**src/hw/rtl/tctp_pkg.sv**
```systemverilog
// Shared types, constants and helpers for the text console tag parser.
`timescale 1ns / 1ps
package tctp_pkg;

  localparam int unsigned POS_W   = 13;
  localparam int unsigned FORE_W  = 24;
  localparam int unsigned BACK_W  = 32;
  localparam int unsigned BYTE_W  = 8;
  localparam int unsigned TAG_DIGITS = 6;
  localparam int unsigned TAG_LEN = TAG_DIGITS + 3;
  localparam int unsigned CNT_W   = 4;

  localparam logic [POS_W:0]  GLYPH_WIDTH  = 14'd8;
  localparam logic [POS_W:0]  GLYPH_HEIGHT = 14'd16;
  localparam logic [POS_W:0]  POS_MAX      = 14'd8191;
  localparam logic [CNT_W-1:0] TAG_FULL    = CNT_W'(TAG_DIGITS + 2);

  localparam logic [FORE_W-1:0] FORE_RESET   = 24'hFFFFFF;
  localparam logic [POS_W-1:0]  WIDTH_RESET  = 13'd640;
  localparam logic [POS_W-1:0]  HEIGHT_RESET = 13'd480;
  localparam logic [BACK_W-1:0] BACK_RESET   = 32'd0;

  localparam logic [BYTE_W-1:0] CH_TERM    = 8'h00;
  localparam logic [BYTE_W-1:0] CH_LBRACE  = 8'h7B;
  localparam logic [BYTE_W-1:0] CH_RBRACE  = 8'h7D;
  localparam logic [BYTE_W-1:0] CH_HASH    = 8'h23;
  localparam logic [BYTE_W-1:0] CH_NEWLINE = 8'h0A;

  typedef enum logic [1:0] {
    CFG_SCREEN_WIDTH  = 2'd0,
    CFG_SCREEN_HEIGHT = 2'd1,
    CFG_BACKGROUND    = 2'd2
  } cfg_reg_t;

  typedef enum logic {
    ST_IDLE,
    ST_RUN
  } state_t;

  typedef struct packed {
    logic load;       // append the input item to the byte buffer
    logic step;       // parse the byte at the pending count
    logic force_brk;  // break the held tag (terminator flush)
    logic finish;     // release the held draw as last of run
  } cmd_t;

  typedef struct packed {
    logic in_term;
    logic queue_empty;
    logic pend_zero;
    logic out_free;
  } status_t;

  typedef struct packed {
    logic [BYTE_W-1:0] code;
    logic [POS_W-1:0]  x;
    logic [POS_W-1:0]  y;
    logic [FORE_W-1:0] fore;
    logic [BACK_W-1:0] back;
  } draw_t;

  function automatic logic [3:0] hex_value(input logic [BYTE_W-1:0] c);
    logic [3:0] v;
    v = 4'd0;
    if (c >= 8'h30 && c <= 8'h39) v = 4'(c - 8'h30);
    else if (c >= 8'h41 && c <= 8'h46) v = 4'(c - 8'h37);
    else if (c >= 8'h61 && c <= 8'h66) v = 4'(c - 8'h57);
    return v;
  endfunction

  function automatic logic [POS_W-1:0] sat_add(input logic [POS_W-1:0] a,
                                               input logic [POS_W:0] b);
    logic [POS_W:0] s;
    s = {1'b0, a} + b;
    return (s > POS_MAX) ? POS_MAX[POS_W-1:0] : s[POS_W-1:0];
  endfunction

endpackage

```
**src/hw/rtl/tctp_ctrl.sv**
```systemverilog
// Controller state machine: sequences load, parse steps, flush and finish.
`timescale 1ns / 1ps
module tctp_ctrl (
  input  logic               clk,
  input  logic               rst,
  input  logic               in_valid,
  output logic               in_stall,
  input  tctp_pkg::status_t  stat,
  output tctp_pkg::cmd_t     cmd
);

  tctp_pkg::state_t state, state_next;
  logic term, term_next;

  always_ff @(posedge clk) begin
    if (rst) begin
      state <= tctp_pkg::ST_IDLE;
      term  <= 1'b0;
    end else begin
      state <= state_next;
      term  <= term_next;
    end
  end

  always_comb begin
    state_next = state;
    term_next  = term;
    cmd        = '0;
    in_stall   = 1'b1;
    case (state)
      tctp_pkg::ST_IDLE: begin
        in_stall = 1'b0;
        if (in_valid) begin
          cmd.load   = 1'b1;
          term_next  = stat.in_term;
          state_next = tctp_pkg::ST_RUN;
        end
      end
      tctp_pkg::ST_RUN: begin
        // every action may produce a draw, so wait for room downstream
        if (stat.out_free) begin
          if (!stat.queue_empty) begin
            cmd.step = 1'b1;
          end else if (term && !stat.pend_zero) begin
            cmd.force_brk = 1'b1;
          end else begin
            cmd.finish = 1'b1;
            state_next = tctp_pkg::ST_IDLE;
          end
        end
      end
      default: begin
        state_next = tctp_pkg::ST_IDLE;
      end
    endcase
  end

endmodule

```
**src/hw/rtl/tctp_datapath.sv**
```systemverilog
// Datapath: byte buffer, tag decode, cursor, color and output register.
`timescale 1ns / 1ps
module tctp_datapath (
  input  logic                                clk,
  input  logic                                rst,
  input  tctp_pkg::cmd_t                      cmd,
  output tctp_pkg::status_t                   stat,
  input  logic                                cfg_valid,
  input  logic                                cfg_ready,
  input  logic [1:0]                          cfg_index,
  input  logic [31:0]                         cfg_data,
  input  logic [tctp_pkg::BYTE_W-1:0]         text_byte,
  output logic                                out_valid,
  input  logic                                out_stall,
  output logic [tctp_pkg::BYTE_W-1:0]         glyph_code,
  output logic [tctp_pkg::POS_W-1:0]          pos_x,
  output logic [tctp_pkg::POS_W-1:0]          pos_y,
  output logic [tctp_pkg::FORE_W-1:0]         fore_color,
  output logic [tctp_pkg::BACK_W-1:0]         back_color,
  output logic                                last_of_run
);

  logic [tctp_pkg::BYTE_W-1:0] buf_q [tctp_pkg::TAG_LEN];
  logic [tctp_pkg::CNT_W-1:0]  pend_cnt;
  logic [tctp_pkg::CNT_W-1:0]  buf_len;
  logic [tctp_pkg::FORE_W-1:0] cur_fore;
  logic [tctp_pkg::POS_W-1:0]  cur_col;
  logic [tctp_pkg::POS_W-1:0]  cur_row;
  logic [tctp_pkg::POS_W-1:0]  screen_width;
  logic [tctp_pkg::POS_W-1:0]  screen_height;
  logic [tctp_pkg::BACK_W-1:0] background_color;
  tctp_pkg::draw_t             prev;
  logic                        have_prev;

  logic [tctp_pkg::BYTE_W-1:0] cur_byte;
  logic [tctp_pkg::BYTE_W-1:0] head;
  logic                        act_hold;
  logic                        act_done;
  logic                        act_put;
  logic                        is_nl;
  logic [tctp_pkg::POS_W-1:0]  row_w;
  logic [tctp_pkg::POS_W-1:0]  col_adv;
  logic                        line_wrap;
  logic [tctp_pkg::POS_W-1:0]  col_next;
  logic [tctp_pkg::POS_W-1:0]  row_next;
  logic [tctp_pkg::FORE_W-1:0] tag_color;
  logic                        push;
  logic                        out_free;

  assign cur_byte = buf_q[pend_cnt];
  assign head     = buf_q[0];
  assign is_nl    = (head == tctp_pkg::CH_NEWLINE);
  assign out_free = !out_valid || !out_stall;

  assign stat.in_term     = (text_byte == tctp_pkg::CH_TERM);
  assign stat.queue_empty = (pend_cnt == buf_len);
  assign stat.pend_zero   = (pend_cnt == '0);
  assign stat.out_free    = out_free;

  // Decode what the byte at the pending count does to the held tag
  always_comb begin
    act_hold = 1'b0;
    act_done = 1'b0;
    if (pend_cnt == 4'd0) begin
      act_hold = (cur_byte == tctp_pkg::CH_LBRACE);
    end else if (pend_cnt == 4'd1) begin
      act_hold = (cur_byte == tctp_pkg::CH_HASH);
    end else if (pend_cnt < tctp_pkg::TAG_FULL) begin
      act_hold = (cur_byte != tctp_pkg::CH_RBRACE);
    end else begin
      act_done = (cur_byte == tctp_pkg::CH_RBRACE);
    end
    act_hold = act_hold && cmd.step;
    act_done = act_done && cmd.step;
  end

  // Drawing or breaking both consume the head byte as a character
  assign act_put = cmd.force_brk || (cmd.step && !act_hold && !act_done);

  always_comb begin
    logic [tctp_pkg::POS_W:0] row_end;
    logic [tctp_pkg::POS_W:0] col_end;
    row_end   = {1'b0, cur_row} + tctp_pkg::GLYPH_HEIGHT;
    row_w     = (row_end > {1'b0, screen_height}) ? '0 : cur_row;
    col_adv   = tctp_pkg::sat_add(cur_col, tctp_pkg::GLYPH_WIDTH);
    col_end   = {1'b0, col_adv} + tctp_pkg::GLYPH_WIDTH;
    line_wrap = (col_end > {1'b0, screen_width});
    if (is_nl) begin
      col_next = '0;
      row_next = tctp_pkg::sat_add(cur_row, tctp_pkg::GLYPH_HEIGHT);
    end else if (line_wrap) begin
      col_next = '0;
      row_next = tctp_pkg::sat_add(row_w, tctp_pkg::GLYPH_HEIGHT);
    end else begin
      col_next = col_adv;
      row_next = row_w;
    end
  end

  always_comb begin
    tag_color = '0;
    for (int i = 0; i < int'(tctp_pkg::TAG_DIGITS); i++) begin
      tag_color = {tag_color[tctp_pkg::FORE_W-5:0], tctp_pkg::hex_value(buf_q[2 + i])};
    end
  end

  assign push = have_prev && ((act_put && !is_nl) || cmd.finish);

  // Configuration registers
  always_ff @(posedge clk) begin
    if (rst) begin
      screen_width     <= tctp_pkg::WIDTH_RESET;
      screen_height    <= tctp_pkg::HEIGHT_RESET;
      background_color <= tctp_pkg::BACK_RESET;
    end else if (cfg_valid && cfg_ready) begin
      case (cfg_index)
        tctp_pkg::CFG_SCREEN_WIDTH:  screen_width     <= cfg_data[tctp_pkg::POS_W-1:0];
        tctp_pkg::CFG_SCREEN_HEIGHT: screen_height    <= cfg_data[tctp_pkg::POS_W-1:0];
        tctp_pkg::CFG_BACKGROUND:    background_color <= cfg_data;
        default: ;
      endcase
    end
  end

  // Byte buffer: held tag bytes first, bytes still to parse after them
  always_ff @(posedge clk) begin
    if (cmd.load && !stat.in_term) begin
      buf_q[buf_len] <= text_byte;
    end else if (act_put) begin
      for (int i = 0; i < int'(tctp_pkg::TAG_LEN) - 1; i++) begin
        buf_q[i] <= buf_q[i + 1];
      end
    end
  end

  always_ff @(posedge clk) begin
    if (rst) begin
      pend_cnt  <= '0;
      buf_len   <= '0;
      cur_fore  <= tctp_pkg::FORE_RESET;
      cur_col   <= '0;
      cur_row   <= '0;
      have_prev <= 1'b0;
    end else begin
      if (cmd.load && !stat.in_term) begin
        buf_len <= buf_len + 4'd1;
      end else if (act_put) begin
        buf_len  <= buf_len - 4'd1;
        pend_cnt <= '0;
      end else if (act_hold) begin
        pend_cnt <= pend_cnt + 4'd1;
      end else if (act_done) begin
        cur_fore <= tag_color;
        pend_cnt <= '0;
        buf_len  <= '0;
      end
      if (act_put) begin
        cur_col <= col_next;
        cur_row <= row_next;
      end
      if (act_put && !is_nl) begin
        have_prev <= 1'b1;
      end else if (cmd.finish) begin
        have_prev <= 1'b0;
      end
    end
  end

  // Hold one draw back until we know whether it closes the run
  always_ff @(posedge clk) begin
    if (act_put && !is_nl) begin
      prev.code <= head;
      prev.x    <= cur_col;
      prev.y    <= row_w;
      prev.fore <= cur_fore;
      prev.back <= background_color;
    end
  end

  always_ff @(posedge clk) begin
    if (rst) begin
      out_valid <= 1'b0;
    end else if (push) begin
      out_valid <= 1'b1;
    end else if (!out_stall) begin
      out_valid <= 1'b0;
    end
  end

  always_ff @(posedge clk) begin
    if (push) begin
      glyph_code  <= prev.code;
      pos_x       <= prev.x;
      pos_y       <= prev.y;
      fore_color  <= prev.fore;
      back_color  <= prev.back;
      last_of_run <= cmd.finish;
    end
  end

endmodule

```
**src/hw/rtl/text_console_tag_parser_cursor.sv**
```systemverilog
// Channel   | Handshake            | Payload
// in        | in_valid / in_stall  | text_byte
// out       | out_valid / out_stall| glyph_code pos_x pos_y fore_color back_color last_of_run
// cfg       | cfg_valid / cfg_ready| cfg_index cfg_data
//
// One item at a time: the byte is loaded, then parsed step by step (hold a tag
// byte, draw or break) while the output has room, then the run is closed.
// A byte that breaks a color tag replays the held tag bytes as characters.
// Each draw is held back until the next one or the run's close, so the last draw can be marked.
// out_stall on a valid output holds the controller in place; rst is synchronous, active high.
`timescale 1ns / 1ps
module text_console_tag_parser_cursor (
  input  logic                         clk,
  input  logic                         rst,
  input  logic                         in_valid,
  output logic                         in_stall,
  input  logic [tctp_pkg::BYTE_W-1:0]  text_byte,
  output logic                         out_valid,
  input  logic                         out_stall,
  output logic [tctp_pkg::BYTE_W-1:0]  glyph_code,
  output logic [tctp_pkg::POS_W-1:0]   pos_x,
  output logic [tctp_pkg::POS_W-1:0]   pos_y,
  output logic [tctp_pkg::FORE_W-1:0]  fore_color,
  output logic [tctp_pkg::BACK_W-1:0]  back_color,
  output logic                         last_of_run,
  input  logic                         cfg_valid,
  output logic                         cfg_ready,
  input  logic [1:0]                   cfg_index,
  input  logic [31:0]                  cfg_data
);

  tctp_pkg::cmd_t    cmd;
  tctp_pkg::status_t stat;

  assign cfg_ready = 1'b1;

  tctp_ctrl u_ctrl (
    .clk      (clk),
    .rst      (rst),
    .in_valid (in_valid),
    .in_stall (in_stall),
    .stat     (stat),
    .cmd      (cmd)
  );

  tctp_datapath u_dp (
    .clk         (clk),
    .rst         (rst),
    .cmd         (cmd),
    .stat        (stat),
    .cfg_valid   (cfg_valid),
    .cfg_ready   (cfg_ready),
    .cfg_index   (cfg_index),
    .cfg_data    (cfg_data),
    .text_byte   (text_byte),
    .out_valid   (out_valid),
    .out_stall   (out_stall),
    .glyph_code  (glyph_code),
    .pos_x       (pos_x),
    .pos_y       (pos_y),
    .fore_color  (fore_color),
    .back_color  (back_color),
    .last_of_run (last_of_run)
  );

endmodule

```
**config.mk**
```make
export PLATFORM = sky130hd
export DESIGN_NAME = text_console_tag_parser_cursor
export DESIGN_NICKNAME = d
export VERILOG_FILES = /design/src/hw/rtl/tctp_pkg.sv /design/src/hw/rtl/tctp_ctrl.sv /design/src/hw/rtl/tctp_datapath.sv /design/src/hw/rtl/text_console_tag_parser_cursor.sv
export SDC_FILE = /design/constraint.sdc
export NUM_CORES = 1
export LEC_CHECK = 0
export BUFFER_PORTS_ARGS = -buffer_cell sky130_fd_sc_hd__clkbuf_2
export CORE_AREA = 2 2 180 182
export DETAILED_ROUTE_END_ITERATION = 6
export DIE_AREA = 0 0 182 184
export HOLD_SLACK_MARGIN = 0.05
export PLACE_DENSITY = 0.86
export SETUP_SLACK_MARGIN = 0.3
export SYNTH_ARGS = -nofsm -noshare
export SYNTH_HDL_FRONTEND = slang
export SYNTH_SLANG_ARGS = --single-unit
```
**constraint.sdc**
```tcl
create_clock -name clk -period 12.43 [get_ports clk]
set_input_delay 0.6215 -clock clk [delete_from_list [all_inputs] [get_ports clk]]
set_output_delay 0.6215 -clock clk [all_outputs]
set_load 0.005 [all_outputs]
```
==> out/metrics.csv <==
stage,metric,value,unit
clock_network,clk_latency,0.56,ns
timing,tns,0,ns
die,start_util,59.67,%
logic_synthesis,synthXorXnorAreaFrac,0.9351,%
logic_synthesis,yosysUniqueCellTypes,79,
placement,hpwl,29120,um
critical_path,required,12.91,ns
timing,fin_crit,5.768,ns
clock_network,cts_resized,0,
placement,gp_congestion,0.9164,
logic_synthesis,synth_nets,1698,
critical_path,path_class,flop to flop,
die,rows,65,
critical_path,slowest_delay,0.74,ns
hold_path,hp-class,input port to flop,
critical_path,slowest_stage,a2bb2oi_1,
timing,setup_violations,0,
clock_network,ctsHoldBuffers,0,
timing,max_freq,0.1734,GHz
logic_synthesis,synth_top_family_by_area,compound AO/OA/AOI/OAI gates,
global_routing,grt_max_degree,121,
logic_synthesis,ys_warn_count,0,
power_and_ir_drop,p_leak,7.809,nW
critical_path,cp-start-kind,flop,
clock_network,cts_tree,done,
power_and_ir_drop,peakVddDrop,0.0001823,V
logic_synthesis,synth_area_per_cell,11.80,um^2
critical_path,crit_family,compound AO/OA/AOI/OAI gates,
placement,numPlacedInstances,2062,
hold_path,holdCritStartpoint,cfg_data[17],
critical_path,cp-end-kind,flop,
logic_synthesis,synthFlopType,edfxtp_1,
critical_path,rrSetupSlack,6.66,ns
timing,slew_headroom,18.58,%
timing,hold_violations,0,
die,core,31390,um^2
logic_synthesis,yosysTopAreaCellShare,49.54,%
critical_path,crit_chain,ha_1 -> nand4_1 -> nor2_1 -> nand3_1 -> nand2_1 -> ha_1 -> o21ai_0 -> nand2_1 -> a32oi_1 -> xnor2_1 -> o21bai_1 -> ha_1 -> a21oi_1 -> a2bb2oi_1 -> a21oi_1 -> a2111o_1 -> a2bb2oi_1 -> and2_1 -> nand2_1 -> nor2_1 -> a22o_1,
critical_path,cp_num_buf_inv,0,
logic_synthesis,synthArstFlopShare,0,%
logic_synthesis,yosys.area_share.simple,11.65,%
die,ios,141,
layout,layout.cells.non_filler,2143,
hold_path,hold_depth,3,
critical_path,reg2reg_to,u_dp.cur_col[1],
clock_network,clk_pin_slew,0.06,ns
job,maxCapViolCount,0,
clock_network,numCtsBuffers,43,
logic_synthesis,yosysMostFrequentCell,edfxtp_1,
die,dieArea,33490,um^2
hold_path,min_to,u_dp.background_color[17],
layout,drive_above_1_share,15.17,%
logic_synthesis,syn_inst,1588,
layout,syn_to_final_growth,12.90,%
critical_path,worst_ep_arrival_time,6.25,ns
clock_network,cts_buffer_depth,3,
logic_synthesis,netlist_top_cells_count,"edfxtp_1, nand2_1, dfxtp_1, inv_1, o21ai_0",
die,die_x,182,um
logic_synthesis,ys_seq_area_share,62.79,%
clock_network,cts_htree_levels,2,
logic_synthesis,synth_fa_ha_area_share,4.208,%
outcome,status,finished clean,
detailed_routing,ant_nets,0,
logic_synthesis,synth_area_leaders,"edfxtp_1, dfxtp_1, ha_1, nand2_1, o21ai_0",
logic_synthesis,synth.mux.area_fraction,3.634,%
logic_synthesis,synth_seq_cells,433,
global_routing,grt_pass1_wl,67140,um
timing,maxSlewViolCount,0,
die,die_y,184,um
detailed_routing,wl_per_cell,20.17,um
global_routing,grt-ovfl-total,0,
global_routing,grt_pass1_vias,12600,
logic_synthesis,synth_edf_count,309,
critical_path,reg2reg_from,u_dp.cur_col[3],
timing,min_period_over_period,46.40,%
detailed_routing,drtIter0Drc,1493,
layout,fin_util,67.37,%
global_routing,grt_antenna_before_repair,1,
logic_synthesis,synth_compound_area_share,12.32,%
logic_synthesis,synth_area,18730,um^2
detailed_routing,drc,0,
timing,worst_pin_slew,1.208,ns
clock_network,cts_setup_buffers,0,
detailed_routing,vias,13130,
placement,io_buffers,139,
critical_path,reg2reg_depth,21,
logic_synthesis,synth_top_cell_by_area,edfxtp_1,
global_routing,grt.total_usage,25.46,%
power_and_ir_drop,p_per_area,210.6,nW/um^2
clock_network,ctsRootBufferMaster,clkbuf_16,
timing,rsz0062_at_grt,no,
critical_path,cp_max_fo,13,
detailed_routing,wl,43230,um
detailed_routing,viasPerCell,6.127,
layout,fin_nets,1815,
timing,finClkSkew,0.02350,ns
clock_network,clkSinkCount,433,
detailed_routing,dr.pass1.iters,6,
critical_path,path_depth,21,
## worst max-delay path by stage
stage | startpoint | endpoint | slack, ns
final | u_dp.cur_col[3] | u_dp.cur_col[1] | 6.66
after detailed placement | u_dp.cur_col[3] | u_dp.cur_col[10] | 6.76
after global placement | u_dp.cur_col[3] | u_dp.cur_col[9] | 6.90
after CTS | u_dp.cur_col[3] | u_dp.cur_col[1] | 6.74
after global routing | u_dp.cur_col[3] | u_dp.cur_col[1] | 6.14
after floorplan | flop | u_dp.back_color[0] | 2.88
## metal layers
layer | vias up | part of all wire, % | routed length (um) | track usage [%]
li1 | 5996 | - | - | -
met1 | 6351 | 39 | 17070 | 32.97
met2 | 692 | 49 | 21120 | 43.48
met3 | 92 | 8.8 | 3816 | 4.972
met4 | 0 | 2.8 | 1226 | 8.290
met5 | - | 0 | 0 | 0
## flip-flops by register name, summed over array words and instances (netlist names), 24 cells and up, named ones only
signal	cells
u_dp.buf_q	128
u_dp.background_color	32
u_dp.back_color	32
u_dp.prev	90
u_dp.fore_color	24
u_dp.cur_fore	24
## layout by cell type (no fill, tap or decap), types with 15 or more instances in the layout
master / count
inv_1: 123
nor2_1: 76
clkbuf_2: 139
nand2_1: 203
ha_1: 63
dfxtp_1: 124
nor3_1: 27
mux4_2: 20
a21oi_1: 111
mux2i_1: 23
nand3_1: 30
o21ai_0: 113
xnor2_1: 15
o211ai_1: 27
edfxtp_1: 309
clkbuf_16: 43
## tightest hold or removal path: stages
cell,delay [ns]
clkbuf_2,0.08
nand2_1,0.05
a21oi_1,0.05
## power by group
group | internal, mW | total (mW) | switching [mW]
logic | 0.287 | 0.938 | 0.650
clock network | 0.797 | 1.34 | 0.541
registers | 1.97 | 2.18 | 0.212
## metrics by stage
| stage | setup slack [ns] | hold WS [ns] | area [um^2] | power [mW] |
|---|---|---|---|---|
| 3_3_place_gp | 6.900 | 0.4003 | 19660 | 3.042 |
| 6_report | 6.662 | 0.2980 | 21150 | 4.453 |
| 2_1_floorplan | 2.877 | 0.4003 | 18730 | 2.784 |
| 3_5_place_dp | 6.762 | 0.4045 | 19660 | 3.101 |
| 5_1_grt | 6.137 | 0.2885 | 21150 | 4.638 |
| 4_1_cts | 6.738 | 0.2848 | 21140 | 4.439 |
## cells by family after synthesis
family          Yosys count
compound gates          368
flops                   433
buf+inv                 203
simple gates            457
mux                      43
xor+xnor                 20
other cells               1
fa+ha+maj                63
## layout make-up
class	instances	area [um^2]
fill	2125	10240
antenna	1	2.502
inverter	126	474.2
multi-input combinational	952	6157
clock inverter	19	295.3
sequential	433	11760
timing repair buffer	149	770.7
tap	402	503.0
clock buffer	61	1184
(Power assumes the default switching activity.)
